**config.mk**
```make
export PLATFORM = sky130hd
export DESIGN_NAME = cnv_front
export DESIGN_NICKNAME = d
export VERILOG_FILES = /design/src/sv/cnv_pkg.sv /design/src/sv/cnv_front.sv
export SDC_FILE = /design/constraint.sdc
export NUM_CORES = 1
export LEC_CHECK = 0
export BUFFER_PORTS_ARGS = -buffer_cell sky130_fd_sc_hd__buf_2
export CORE_ASPECT_RATIO = 0.7
export CORE_UTILIZATION = 60
export DETAILED_ROUTE_END_ITERATION = 7
export GPL_ROUTABILITY_DRIVEN = 0
export PLACE_DENSITY_LB_ADDON = 0.15
export SETUP_SLACK_MARGIN = 0.5
export SKIP_LAST_GASP = 1
export SLEW_MARGIN = 0
export SYNTH_ARGS = -nofsm -noshare
export SYNTH_HDL_FRONTEND = slang
export SYNTH_SLANG_ARGS = --single-unit
```
**constraint.sdc**
```tcl
create_clock -name clock -period 22.7 [get_ports clock]
set_input_delay 2.27 -clock clock [delete_from_list [all_inputs] [get_ports clock]]
set_output_delay 2.27 -clock clock [all_outputs]
set_load 0.005 [all_outputs]
```
**src/sv/cnv_pkg.sv**
```systemverilog
package cnv_pkg;

   localparam int MAX_KERNEL     = 7;
   localparam int MAX_WIDTH      = 1024;
   localparam int COEF_FRAC_BITS = 8;
   localparam int PIX_MAX        = 255;

   localparam int STORE_ROWS = MAX_KERNEL + 1;
   localparam int SLOT_W     = $clog2(STORE_ROWS);
   localparam int CTR        = MAX_KERNEL / 2;
   localparam int PAD_W      = $clog2(CTR + 1);
   localparam int COEF_NUM   = MAX_KERNEL * MAX_KERNEL;

   localparam int KER_W  = 3;
   localparam int WID_W  = 11;
   localparam int HGT_W  = 16;
   localparam int CIDX_W = 6;
   localparam int COEF_W = 16;
   localparam int PIX_W  = 8;
   localparam int RGB_W  = 3 * PIX_W;
   localparam int COL_W  = $clog2(MAX_WIDTH);

   localparam int PROD_W = COEF_W + PIX_W + 1;
   localparam int RSUM_W = PROD_W + $clog2(MAX_KERNEL);
   localparam int SUM_W  = RSUM_W + $clog2(MAX_KERNEL);

   localparam int QUEUE_DEPTH = 4;
   localparam int QPTR_W      = $clog2(QUEUE_DEPTH);
   localparam int FIFO_DEPTH  = 8;
   localparam int FPTR_W      = $clog2(FIFO_DEPTH);

   typedef enum logic [1:0] {
      REQ_LOAD  = 2'd0,
      REQ_PIXEL = 2'd1,
      REQ_DRAIN = 2'd2
   } req_kind_type;

   typedef enum logic [1:0] {
      CSR_KERNEL = 2'd0,
      CSR_WIDTH  = 2'd1,
      CSR_HEIGHT = 2'd2
   } csr_index_type;

   typedef struct packed {
      logic [1:0]              req_type;
      logic [CIDX_W-1:0]       coef_index;
      logic signed [COEF_W-1:0] coef_value;
      logic [PIX_W-1:0]        in_red;
      logic [PIX_W-1:0]        in_green;
      logic [PIX_W-1:0]        in_blue;
   } req_word_type;

   typedef struct packed {
      logic [PIX_W-1:0] out_red;
      logic [PIX_W-1:0] out_green;
      logic [PIX_W-1:0] out_blue;
      logic             frame_last;
   } rsp_word_type;

   typedef struct packed {
      logic [KER_W-1:0] kernel;
      logic [PAD_W-1:0] pad;
      logic [WID_W-1:0] width;
      logic [HGT_W-1:0] height;
   } geom_type;

   typedef struct packed {
      logic                     do_load;
      logic                     do_write;
      logic                     do_emit;
      logic [CIDX_W-1:0]        coef_index;
      logic signed [COEF_W-1:0] coef_value;
      logic [RGB_W-1:0]         pixel;
      logic [SLOT_W-1:0]        wr_slot;
      logic [COL_W-1:0]         wr_col;
      logic [HGT_W-1:0]         ey;
      logic [COL_W-1:0]         ex;
      logic                     last;
   } cmd_type;

   typedef struct packed {
      logic                     valid;
      logic [CIDX_W-1:0]        index;
      logic signed [COEF_W-1:0] value;
   } load_type;

   typedef struct packed {
      logic valid;
      logic last;
   } emit_type;

   typedef logic [MAX_KERNEL-1:0][MAX_KERNEL-1:0][RGB_W-1:0] win_type;

   // Kernel table slot for window position (j,i); rows are centered, columns
   // right-aligned (newest column at the right edge); msb flags a live tap.
   function automatic logic [CIDX_W:0] coef_slot(input int j, input int i,
                                                 input logic [KER_W-1:0] k);
      int pad;
      int dy;
      int dx;
      int idx;
      logic [CIDX_W:0] res;
      pad = int'(k >> 1);
      dy  = j - CTR;
      dx  = i - (MAX_KERNEL - 1) + pad;
      res = '0;
      if (dy >= -pad && dy <= pad && dx >= -pad && dx <= pad) begin
         idx = (dy + pad) * int'(k) + dx + pad;
         res = {1'b1, idx[CIDX_W-1:0]};
      end
      return res;
   endfunction

endpackage

```
**src/sv/cnv_front.sv**
```systemverilog
module cnv_front (
   input  logic                   clock,
   input  logic                   reset,
   input  cnv_pkg::geom_type      geom,
   input  logic                   req_push,
   output logic                   req_full,
   input  cnv_pkg::req_word_type  req_data,
   output logic                   cmd_valid,
   output cnv_pkg::cmd_type       cmd_head,
   input  logic                   cmd_pop
);

   // frame position of the next input pixel and of the next output
   logic [cnv_pkg::WID_W-1:0] col_ff, col_in;
   logic [cnv_pkg::HGT_W-1:0] row_ff, row_in;
   logic [cnv_pkg::HGT_W-1:0] ey_ff, ey_in;
   logic [cnv_pkg::COL_W-1:0] ex_ff, ex_in;

   cnv_pkg::cmd_type            q_ff [cnv_pkg::QUEUE_DEPTH];
   logic [cnv_pkg::QPTR_W-1:0]  head_ff, head_in, tail_ff, tail_in;
   logic [cnv_pkg::QPTR_W:0]    cnt_ff, cnt_in;

   cnv_pkg::req_kind_type     kind;
   logic                      is_load, is_pixel, is_drain, new_frame;
   logic [cnv_pkg::WID_W-1:0] c1, c2, c3, c4, nx, wm1, ex_n;
   logic [cnv_pkg::HGT_W:0]   r1, r2, r4, ny;
   logic [cnv_pkg::HGT_W-1:0] hm1, ey_b, ey_n;
   logic [cnv_pkg::COL_W-1:0] ex_b;
   logic                      ready, emit, accept, enq, deq;
   cnv_pkg::cmd_type          cmd;

   always_comb begin
      kind     = cnv_pkg::req_kind_type'(req_data.req_type);
      is_load  = (kind == cnv_pkg::REQ_LOAD);
      is_pixel = (kind == cnv_pkg::REQ_PIXEL);
      is_drain = (kind == cnv_pkg::REQ_DRAIN);
      hm1      = geom.height - 16'd1;
      wm1      = geom.width - 11'd1;

      // row wrap before the write, new frame once the old one is complete
      new_frame = 1'b0;
      c1 = col_ff;
      r1 = {1'b0, row_ff};
      if (col_ff >= geom.width) begin
         c1 = '0;
         r1 = {1'b0, row_ff} + 17'd1;
      end
      c2 = c1;
      r2 = r1;
      if (r1 >= {1'b0, geom.height}) begin
         c2 = '0;
         r2 = '0;
         new_frame = 1'b1;
      end
      c3 = c2 + 11'd1;
      c4 = c3;
      r4 = r2;
      if (c3 >= geom.width) begin
         c4 = '0;
         r4 = r2 + 17'd1;
      end
      if (!is_pixel) begin
         c4 = col_ff;
         r4 = {1'b0, row_ff};
         new_frame = 1'b0;
      end

      ey_b = new_frame ? '0 : ey_ff;
      ex_b = new_frame ? '0 : ex_ff;

      // lower right corner of the window, clipped to the frame
      ny = {1'b0, ey_b} + 17'(geom.pad);
      if (ny > {1'b0, hm1}) begin
         ny = {1'b0, hm1};
      end
      nx = {1'b0, ex_b} + 11'(geom.pad);
      if (nx > wm1) begin
         nx = wm1;
      end
      ready = 1'b1;
      if (r4 < {1'b0, geom.height}) begin
         ready = (ny < r4) || (ny == r4 && nx < c4);
      end
      emit = (is_pixel || is_drain) && (ey_b < geom.height) && ready;

      ex_n = {1'b0, ex_b} + 11'd1;
      ey_n = ey_b;
      if (ex_n >= geom.width) begin
         ex_n = '0;
         ey_n = ey_b + 16'd1;
      end

      cmd.do_load    = is_load && (req_data.coef_index < 6'(cnv_pkg::COEF_NUM));
      cmd.do_write   = is_pixel;
      cmd.do_emit    = emit;
      cmd.coef_index = req_data.coef_index;
      cmd.coef_value = req_data.coef_value;
      cmd.pixel      = {req_data.in_red, req_data.in_green, req_data.in_blue};
      cmd.wr_slot    = r2[cnv_pkg::SLOT_W-1:0];
      cmd.wr_col     = c2[cnv_pkg::COL_W-1:0];
      cmd.ey         = ey_b;
      cmd.ex         = ex_b;
      cmd.last       = (ey_b == hm1) && ({1'b0, ex_b} == wm1);

      req_full = (cnt_ff == (cnv_pkg::QPTR_W + 1)'(cnv_pkg::QUEUE_DEPTH));
      accept   = req_push && !req_full;
      enq      = accept && (cmd.do_load || cmd.do_write || cmd.do_emit);
      deq      = cmd_pop && (cnt_ff != '0);

      col_in = col_ff;
      row_in = row_ff;
      ey_in  = ey_ff;
      ex_in  = ex_ff;
      if (accept && is_pixel) begin
         col_in = c4;
         row_in = r4[cnv_pkg::HGT_W-1:0];
         ey_in  = ey_b;
         ex_in  = ex_b;
      end
      if (accept && emit) begin
         ey_in = ey_n;
         ex_in = ex_n[cnv_pkg::COL_W-1:0];
      end

      head_in = deq ? head_ff + 1'b1 : head_ff;
      tail_in = enq ? tail_ff + 1'b1 : tail_ff;
      cnt_in  = cnt_ff + (cnv_pkg::QPTR_W + 1)'(enq) - (cnv_pkg::QPTR_W + 1)'(deq);
   end

   always_ff @(posedge clock) begin
      if (reset) begin
         col_ff  <= '0;
         row_ff  <= '0;
         ey_ff   <= '0;
         ex_ff   <= '0;
         head_ff <= '0;
         tail_ff <= '0;
         cnt_ff  <= '0;
      end else begin
         col_ff  <= col_in;
         row_ff  <= row_in;
         ey_ff   <= ey_in;
         ex_ff   <= ex_in;
         head_ff <= head_in;
         tail_ff <= tail_in;
         cnt_ff  <= cnt_in;
      end
   end

   always_ff @(posedge clock) begin
      if (enq) begin
         q_ff[tail_ff] <= cmd;
      end
   end

   assign cmd_valid = (cnt_ff != '0);
   assign cmd_head  = q_ff[head_ff];

   a_queue_bound: assert property (@(posedge clock) disable iff (reset)
      cnt_ff <= (cnv_pkg::QPTR_W + 1)'(cnv_pkg::QUEUE_DEPTH))
      else $error("command queue overrun");

endmodule

```
=== Word-level counts from Yosys, hierarchy flattened ===
Memory sizes are Yosys's and may differ from the RTL's. A register that Yosys moved wholly into a read port is not among the register bits.
Index checks and enable logic that the tools add are counted.

* Add/sub/neg operators: 13
* Reduce and logical (&&, ||, !) cells: 18
* Muxes and demuxes: 25
* $lt $le $gt $ge: 11
* Equal/unequal tests: 6

{| class="wikitable"
|+ Operators with widths
! kind !! number
|-
| 17-bit two-way mux || 5
|-
| 16-bit two-way mux || 4
|-
| 11-bit two-way mux || 5
|-
| 10-bit two-way mux || 4
|-
| 11-bit greater-or-equal comparator || 3
|-
| 16-bit by 1-bit adder with 17-bit output (second input constant) || 1
|-
| 16-bit by 2-bit adder with 17-bit output || 1
|-
| 17-bit by 1-bit adder with 17-bit output (second input constant) || 1
|-
| 17-bit equality test || 1
|-
| 17-bit by 16-bit greater-or-equal comparator with 1-bit output || 1
|-
| 17-bit by 16-bit > comparator with 1-bit output || 1
|-
| 17-bit by 16-bit less-than comparator with 1-bit output || 1
|-
| 17-bit less-than comparator || 1
|-
| 16-bit by 1-bit adder with 16-bit output (second input constant) || 1
|-
| 16-bit equality test || 1
|-
| 16-bit less-than comparator || 1
|-
| 16-bit by 1-bit subtractor with 16-bit output (second input constant) || 1
|-
| 10-bit by 1-bit adder with 11-bit output (second input constant) || 1
|-
| 10-bit by 2-bit adder with 11-bit output || 1
|-
| 11-bit by 1-bit adder with 11-bit output (second input constant) || 1
|-
| 10-bit by 11-bit equality test with 1-bit output || 1
|-
| 11-bit > comparator || 1
|-
| 11-bit less-than comparator || 1
|-
| 11-bit by 1-bit subtractor with 11-bit output (second input constant) || 1
|-
| other kinds (15) || 33
|}

* Bits of input ports: 84
* Output and inout bits: 91
* Memories kept: 1
* Register bits after elaboration: 60
* RAM bits: 356
* Word-level logic and storage cells: 81

{| class="wikitable"
|+ Memories
! memory !! depth !! bits a word !! read ports !! clocked after memory_dff !! write ports !! line !! RTL
|-
| q_ff || 4 || 89 || 1 || 1 || 1 || cnv_front.sv:19 || <nowiki>cnv_pkg::cmd_type q_ff [cnv_pkg::QUEUE_DEPTH];</nowiki>
|}

=== Longest topological paths before layout ===
Gate-level depths: netlist of run 1.

* Word-level depth: 18
* Depth in mapped cells: 59

=== Least setup slack after synthesis of run 1 ===
No wires, ideal clock.

* Path kind: input-to-reg
* From: in geom[24] in the netlist's numbering
* To: mem q_ff[0][0] in the netlist's numbering (enable)
* Required time: 22242 ps
* Slack: 9117 ps
* Stages: 49
* Buffers on the path: 7
* Setup time: 458 ps
* Arrival: 13125 ps
* Cell sequence: inv_1 > ha_1 > a211oi_1 > nor2_1 > a211oi_4 > a21oi_1 > and3_1 > xnor2_1 > inv_1 > ha_1 > a211oi_1 > o21ai_0 > a221oi_1 > nand2_1 > o21ai_1 > buf_2 > buf_2 > buf_2 > (+13 left out) > o21ai_0 > nor2b_1 > clkbuf_1 > clkbuf_1 > mux2_2 > ha_1 > a21oi_1 > nor3_1 > nor4_1 > o2111ai_1 > a21oi_1 > o221ai_1 > nand2_1 > a211oi_2 > a211oi_2 > buf_4 > or2_1 > and2_1

{| class="wikitable"
|+ RTL lines
! item !! line !! RTL
|-
| start, declared || cnv_front.sv:4 || <nowiki>input cnv_pkg::geom_type geom,</nowiki>
|-
| end, declared || cnv_front.sv:19 ||
|}

=== Worst setup path in the final report of run 1 ===
* From: in geom[24] in the netlist's numbering
* To: mem q_ff[2][43] in the netlist's numbering (enable)

{| class="wikitable"
|+ RTL lines
! item !! line !! RTL
|-
| 11-bit greater-or-equal comparator * || cnv_front.sv:44 || <nowiki>if (col_ff >= geom.width) begin</nowiki>
|-
| 17-bit two-way mux || cnv_front.sv:44 ||
|-
| 17-bit by 16-bit greater-or-equal comparator with 1-bit output || cnv_front.sv:50 || <nowiki>if (r1 >= {1'b0, geom.height}) begin</nowiki>
|-
| 11-bit two-way mux * || cnv_front.sv:50 ||
|-
| named net c2, one bit || cnv_front.sv:25 || <nowiki>logic [cnv_pkg::WID_W-1:0] c1, c2, c3, c4, nx, wm1, ex_n;</nowiki>
|-
| 11-bit by 1-bit adder with 11-bit output * || cnv_front.sv:55 || <nowiki>c3 = c2 + 11'd1;</nowiki>
|-
| 11-bit greater-or-equal comparator || cnv_front.sv:58 || <nowiki>if (c3 >= geom.width) begin</nowiki>
|-
| 11-bit two-way mux or 17-bit two-way mux (tied branches) || cnv_front.sv:58 ||
|-
| (+2 left out) || -- ||
|-
| 1-bit logical AND || cnv_front.sv:82 || <nowiki>ready = (ny < r4) || (ny == r4 && nx < c4);</nowiki>
|-
| 1-bit logical OR || cnv_front.sv:82 ||
|-
| 1-bit two-way mux * || cnv_front.sv:81 || <nowiki>if (r4 < {1'b0, geom.height}) begin</nowiki>
|-
| 1-bit logical AND * || cnv_front.sv:84 || <nowiki>emit = (is_pixel || is_drain) && (ey_b < geom.height) && ready;</nowiki>
|-
| 1-bit logical OR * || cnv_front.sv:107 || <nowiki>enq = accept && (cmd.do_load || cmd.do_write || cmd.do_emit);</nowiki>
|-
| 1-bit logical AND * || cnv_front.sv:107 ||
|-
| 1-bit two-way mux * || cnv_front.sv:151 || <nowiki>if (enq) begin</nowiki>
|-
| 1-bit two-way mux (implied by the code) * || cnv_front.sv:152 || <nowiki>q_ff[tail_ff] <= cmd;</nowiki>
|}

The timed path passes the listed nets; every way through them passes the cells marked *.

==> results of run 1 <==
-- layer usage --
layer	routed length (µm)	global-route usage	vias to the layer above
met5	0	0	-
met4	1070	0.0730	0
met3	4270	0.0484	81
met2	24300	0.428	632
met1	23100	0.408	7439
li1	-	-	7027
-- sequential cells by signal (all words and copies together), names as in the netlist, named ones only --
signal and flops:
q_ff 356, ey_ff 16, row_ff 16, col_ff 11
ex_ff 10, cnt_ff 3, head_ff 2, tail_ff 2
-- how the worst min path moves through the flow --
stage	to	cells after the start
after floorplan	col_ff[5]	2
after global placement	ex_ff[0]	2
after detailed placement	ex_ff[0]	2
after CTS	ex_ff[0]	2
after global routing	ex_ff[0]	2
final	ex_ff[0]	2
-- power breakdown --
group | leakage (nW) | total, mW | switching [mW] | internal, mW
combinational | 5.04 | 0.363 | 0.181 | 0.182
clock | 0.596 | 0.628 | 0.281 | 0.348
sequential | 3.93 | 0.911 | 0.0350 | 0.876
-- worst max-delay path, delay by kind of cell --
kind                       cells  cell delay [ps]
and+or+nand+nor               19             6220
AOI/OAI and AO/OA             15             3800
adders and majority gates      5             1590
buffers and inverters          4             1540
xor gates and xnor gates       3              570
-- area by class of cell --
class / instances / area, µm²
clock buffer: 46 / 1020
fill: 2515 / 11400
clock inverter: 25 / 191
inverter: 107 / 402
tap: 480 / 601
antenna: 2 / 5.00
sequential: 418 / 11900
timing repair buffer: 185 / 961
multi-input combinational: 1181 / 9650
-- metrics by stage --
step                setup WS, ps  total power, mW  cells   util
finish                      6730             1.90   2444  0.684
global route                6120             1.98   2443  0.684
CTS                         7260             1.92   2442  0.684
detailed placement          6770             1.29   2371  0.650
global placement            6900             1.28   2371  0.650
floorplan                   9120             1.15   1785      -
-- logic make-up after synthesis --
group                    Yosys count
flip-flops                       418
adder cells (fa/ha/maj)          154
AND/OR/NAND/NOR                  520
AO/OA/AOI/OAI                    281
other                              1
buffers and inverters            186
multiplexers                     116
XOR/XNOR                         109
-- placed cells by master (no fill, tap or decap), types with 5 or more instances in the layout --
master     synthesis  final
o21a_1            13     13
clkbuf_16          0     40
o31ai_1           11     11
buf_4              6     14
a211o_1            5      5
mux4_2            89     89
inv_1            105    105
a311oi_1           5      5
nand3_1           46     46
nand2b_1          19     19
or2_2              9      9
and3_1            12     12
and2_1            30     26
ha_1             151    151
mux2i_1           23     23
edfxtp_1         356    356
clkinv_2           0      7
buf_2              9    171
dfxtp_1           62     60
a21oi_1          101    101
or3_1              6      6
xnor2_1           79     79
a22oi_1            5      5
a211oi_1          22     22
nor2b_1           20     20
nand2_1          125    125
nor3b_1            5      5
nor3_1            31     31
nand4_1           40     40
o21ai_0           37     37
a31oi_1            5      5
a21o_1            20     20
nor4_1            20     20
clkinv_1           1     11
xor2_1            30     30
clkbuf_1          54      6
nand3b_1          13     13
nor2_1           126    125
o211ai_1           5      5
==> results.json, run 1 <==
{
  "outcome": "finished clean",
  "viasPerCell": 6.21,
  "path_clk_slew_ps": 60,
  "design.portCount": 175,
  "syn_area_per_cell_um2": 12.5,
  "worstSetupEndpointType": "flop",
  "grt_pass1_vias": 14500,
  "worstSetupStartpointType": "input port",
  "drt_iter0_markers": 1409,
  "num_rows": 58,
  "ff2ff_path_depth": 44,
  "setup_tns_ps": 0,
  "period_share": 0.703,
  "ys_top_cells_by_count": "edfxtp_1, ha_1, nor2_1",
  "grt_max_degree": 68,
  "grt_usage": 0.278,
  "antenna_found_initial": 2,
  "ff2ff_setup_slack_ps": 8260,
  "setup_violations": 0,
  "setup.worst_path.end": "q_ff[2][43]",
  "p_leak_nw": 9.57,
  "muxShareOfSynthArea": 0.102,
  "rsz0062_at_grt": "no",
  "worstReg2RegEnd": "q_ff[2][43]",
  "cp.required_ps": 22860,
  "critPathLaunch": "geom[24]",
  "nets": 2169,
  "yosysWarningCount": 0,
  "dr.pass1.iters": 6,
  "syn_area_um2": 22300,
  "cp_slowest_stage_delay_ps": 850,
  "insertion_delay_ps": 550,
  "synth.net_count": 2022,
  "drt-total-wl_um": 52700,
  "cts-buffers-inserted": 39,
  "synthSimpleGateAreaFrac": 0.116,
  "synth.most_common_cell": "edfxtp_1",
  "ys_types": 81,
  "cts_resized": 0,
  "reg2reg_from": "col_ff[8]",
  "placed_area_um2": 23500,
  "synth_compound_gate_area_share": 0.0833,
  "critPathSlowestCell": "nor2_1",
  "critPathArrivalTime_ps": 16130,
  "hold_viol": 0,
  "routedWlPerCell_um": 21.6,
  "io_buffers": 171,
  "cts_sinks": 418,
  "clock_skew_ps": 20.7,
  "htree_levels": 2,
  "yosys.area_share.xor_xnor": 0.0428,
  "ys_dominant_reg_cell": "edfxtp_1",
  "syn_to_final_growth_pct": 11.1,
  "drive_gt1_frac": 0.188,
  "hold_path_startpoint": "ex_ff[0]",
  "vias": 15200,
  "die_y_um": 163,
  "setup.worst_path.class": "input port to flop",
  "worstPathMaxFanout": 56,
  "synth_edf_count": 356,
  "drv_slew": 0,
  "drtAntennaViolNets": 0,
  "die_w_um": 232,
  "synth_largest_area_cell": "edfxtp_1",
  "initial_core_util": 0.615,
  "core-area_um2": 36200,
  "holdWs_ps": 518,
  "pwr_density_cell_nw_per_um2": 76.8,
  "design_area_um2": 24800,
  "vdd_drop_max_v": 0.0000717,
  "netlist_top_cells_area": "edfxtp_1, mux4_2, ha_1",
  "cts-root-buf": "clkbuf_16",
  "cts.path.max_buffers": 3,
  "relSlewSlack": 0.287,
  "ys_ff_latch": 418,
  "hp-class": "flop to flop",
  "cts_hold_repair.buffers": 0,
  "finalCriticalPeriod_ps": 15970,
  "drc_errors": 0,
  "grt_pass1_wl_um": 80900,
  "synthCells": 1785,
  "hpwl_um": 37200,
  "async_reset_ff_frac": 0,
  "ys_seq_area_frac": 0.535,
  "grt_overflow": 0,
  "synth_top_area_frac": 0.480,
  "synth_top_family_by_area": "simple AND/OR/NAND/NOR gates",
  "synth_adder_area_share": 0.0870,
  "post_cts_buffers": 0,
  "cts_tree": "done",
  "cap_violations": 0,
  "worst_slew_pin_slew_ps": 1070,
  "fmax_mhz": 62.6,
  "die-area_um2": 37900
}
(Power assumes the default switching activity.)
==> run 2, diff against run 1 <==
--- a/config.mk
+++ b/config.mk
@@ -7,7 +7,7 @@
 export LEC_CHECK = 0
 export BUFFER_PORTS_ARGS = -buffer_cell sky130_fd_sc_hd__buf_2
 export CORE_ASPECT_RATIO = 0.7
-export CORE_UTILIZATION = 60
+export CORE_UTILIZATION = 55
 export DETAILED_ROUTE_END_ITERATION = 7
 export GPL_ROUTABILITY_DRIVEN = 0
 export PLACE_DENSITY_LB_ADDON = 0.15
==> constraint.sdc (replaced) <==
create_clock -name clock -period 13.2 [get_ports clock]
set_input_delay 1.32 -clock clock [delete_from_list [all_inputs] [get_ports clock]]
set_output_delay 1.32 -clock clock [all_outputs]
set_load 0.005 [all_outputs]
==> run 2 against run 1 <==
Effect of this change: total power rose by 77%; sequential cell count did not move; sequential power rose by 72%; combinational power rose by 81%; first-iteration DRC count rose by 16%; register-to-register slack got worse by 6400 ps; final area rose by 4.3%; largest cell class unchanged; highest routed layer is now met5.
==> results.json, run 2 (synthesized netlist as in run 1, its figures left out) <==
{
  "setup_tns_ps": 0,
  "outcome": "finished clean",
  "die_y_um": 170,
  "routedWlPerCell_um": 21.4,
  "fin_ws_ps": 1220,
  "post_cts_buffers": 0,
  "insertion_delay_ps": 560,
  "worst_slew_pin_slew_ps": 1120,
  "drive_gt1_frac": 0.231,
  "die-area_um2": 41300,
  "rsz0062_at_grt": "no",
  "grt_usage": 0.268,
  "power.total_mw": 3.36,
  "hpwl_um": 40400,
  "core-area_um2": 39800,
  "finalCriticalPeriod_ps": 11980,
  "setup_violations": 0,
  "antenna_found_initial": 6,
  "nets": 2267,
  "hp-class": "flop to flop",
  "worstSetupEndpointType": "flop",
  "period_share": 0.908,
  "setup.worst_path.end": "cnt_ff[2]",
  "die_w_um": 243,
  "relSlewSlack": 0.250,
  "num_rows": 61,
  "critPathLaunch": "geom[22]",
  "cp.required_ps": 13600,
  "p_leak_nw": 10.1,
  "path_clk_slew_ps": 60,
  "setup.worst_path.class": "input port to flop",
  "grt_overflow": 0,
  "drt-total-wl_um": 55800,
  "grt_pass1_vias": 14900,
  "drt_iter0_markers": 1631,
  "hold_viol": 0,
  "worstPathMaxFanout": 12,
  "cpMostUsedCell": "ha_1",
  "cts-buffers-inserted": 41,
  "vdd_drop_max_v": 0.000125,
  "grt_max_degree": 62,
  "drc_errors": 0,
  "syn_to_final_growth_pct": 16.0,
  "fmax_mhz": 83.5,
  "worstSetupStartpointType": "input port",
  "reg2reg_from": "col_ff[2]",
  "worstReg2RegEnd": "cnt_ff[2]",
  "dr.pass1.iters": 5,
  "cts_hold_repair.buffers": 0,
  "viasPerCell": 6.01,
  "io_buffers": 171,
  "cts_sinks": 418,
  "cts-root-buf": "clkbuf_16",
  "initial_core_util": 0.559,
  "cp_slowest_stage_delay_ps": 450,
  "critPathArrivalTime_ps": 12380,
  "regMostFlops": "q_ff",
  "vias": 15600,
  "final_cell_mix": "edfxtp_1, buf_2, ha_1",
  "mostFrequentLayoutCell": "edfxtp_1",
  "grt_pass1_wl_um": 85000,
  "pwr_density_cell_nw_per_um2": 130,
  "design.portCount": 175,
  "drv_slew": 0,
  "place_ws_ps": 476,
  "ff2ff_path_depth": 54,
  "top_regs": "q_ff: 356 flops, ey_ff: 16 flops, row_ff: 16 flops",
  "cts.path.max_buffers": 3,
  "critPathSlowestCell": "xnor2_1",
  "htree_levels": 2,
  "largest_reg_flops": 356,
  "clock_skew_ps": 22.6,
  "fillerInstances": 3066,
  "ff2ff_setup_slack_ps": 1810,
  "cts_tree": "done",
  "cap_violations": 0,
  "drtAntennaViolNets": 0
}
[run 2: cell count changes in the layout (fill, tap and decap cells not counted), sizes merged]
| cell | previous run | this run |
|---|---|---|
| inv | 108 | 110 |
| buf | 185 | 281 |
| clkbuf | 46 | 53 |
| clkinv | 21 | 16 |
| diode | 2 | 3 |
[run 2: how the worst min path moves through the flow]
| stage | start | to | slack, ps | cells after the start |
|---|---|---|---|---|
| 6_report | row_ff[12] | row_ff[12] | 540 | 2 |
| 5_1_grt | row_ff[12] | row_ff[12] | 570 | 2 |
| 4_1_cts | row_ff[12] | row_ff[12] | 540 | 2 |
| 3_5_place_dp | row_ff[12] | row_ff[12] | 520 | 2 |
| 3_3_place_gp | head_ff[1] | flop | 500 | 2 |
| 2_1_floorplan | col_ff[5] | col_ff[5] | 480 | 2 |
[run 2: area by class of cell]
type,count,area [µm²],area share
multi-input cells,1181,9680,0.375
flip-flops and latches,418,11900,0.462
inverters,107,402,0.0155
repair buffers,281,1840,0.0714
clock buffers,53,1090,0.0423
clock inverters,22,204,0.00789
well taps,535,669,0.0259
diodes,3,7.51,0.000291
[run 2: critical path, delay by kind of cell]
kind                     cells  cell delay [ps]
multiplexers                 1              100
AND/OR/NAND/NOR             14             2640
AO/OA/AOI/OAI               19             3710
adder cells (fa/ha/maj)      9             2480
XOR/XNOR                     3              760
buffers and inverters       10             1370
[run 2: per-stage QoR]
stage	util	hold WS [ps]	std cells	instance area (µm²)
after floorplan	-	482	1785	22300
after global routing	0.649	569	2599	25800
after CTS	0.647	536	2597	25800
after global placement	0.615	498	2522	24500
final	0.649	535	2600	25800
after detailed placement	0.615	524	2522	24500
[run 2: per-layer routing]
metal	global-route usage	share of wire
met5	0	0.00023
met4	0.0804	0.024
met3	0.0500	0.083
met2	0.399	0.44
met1	0.399	0.45
[run 2: report_power, final]
| group | switching, mW | total (mW) | internal [mW] |
|---|---|---|---|
| Combinational | 0.323 | 0.657 | 0.334 |
| Clock | 0.506 | 1.14 | 0.634 |
| Sequential | 0.0611 | 1.57 | 1.51 |
[run 2: timing repair]
action                                  CTS  global route
gates resized for setup                   0            10
endpoints found under the setup margin    0             3
endpoints found under the hold margin     0             0
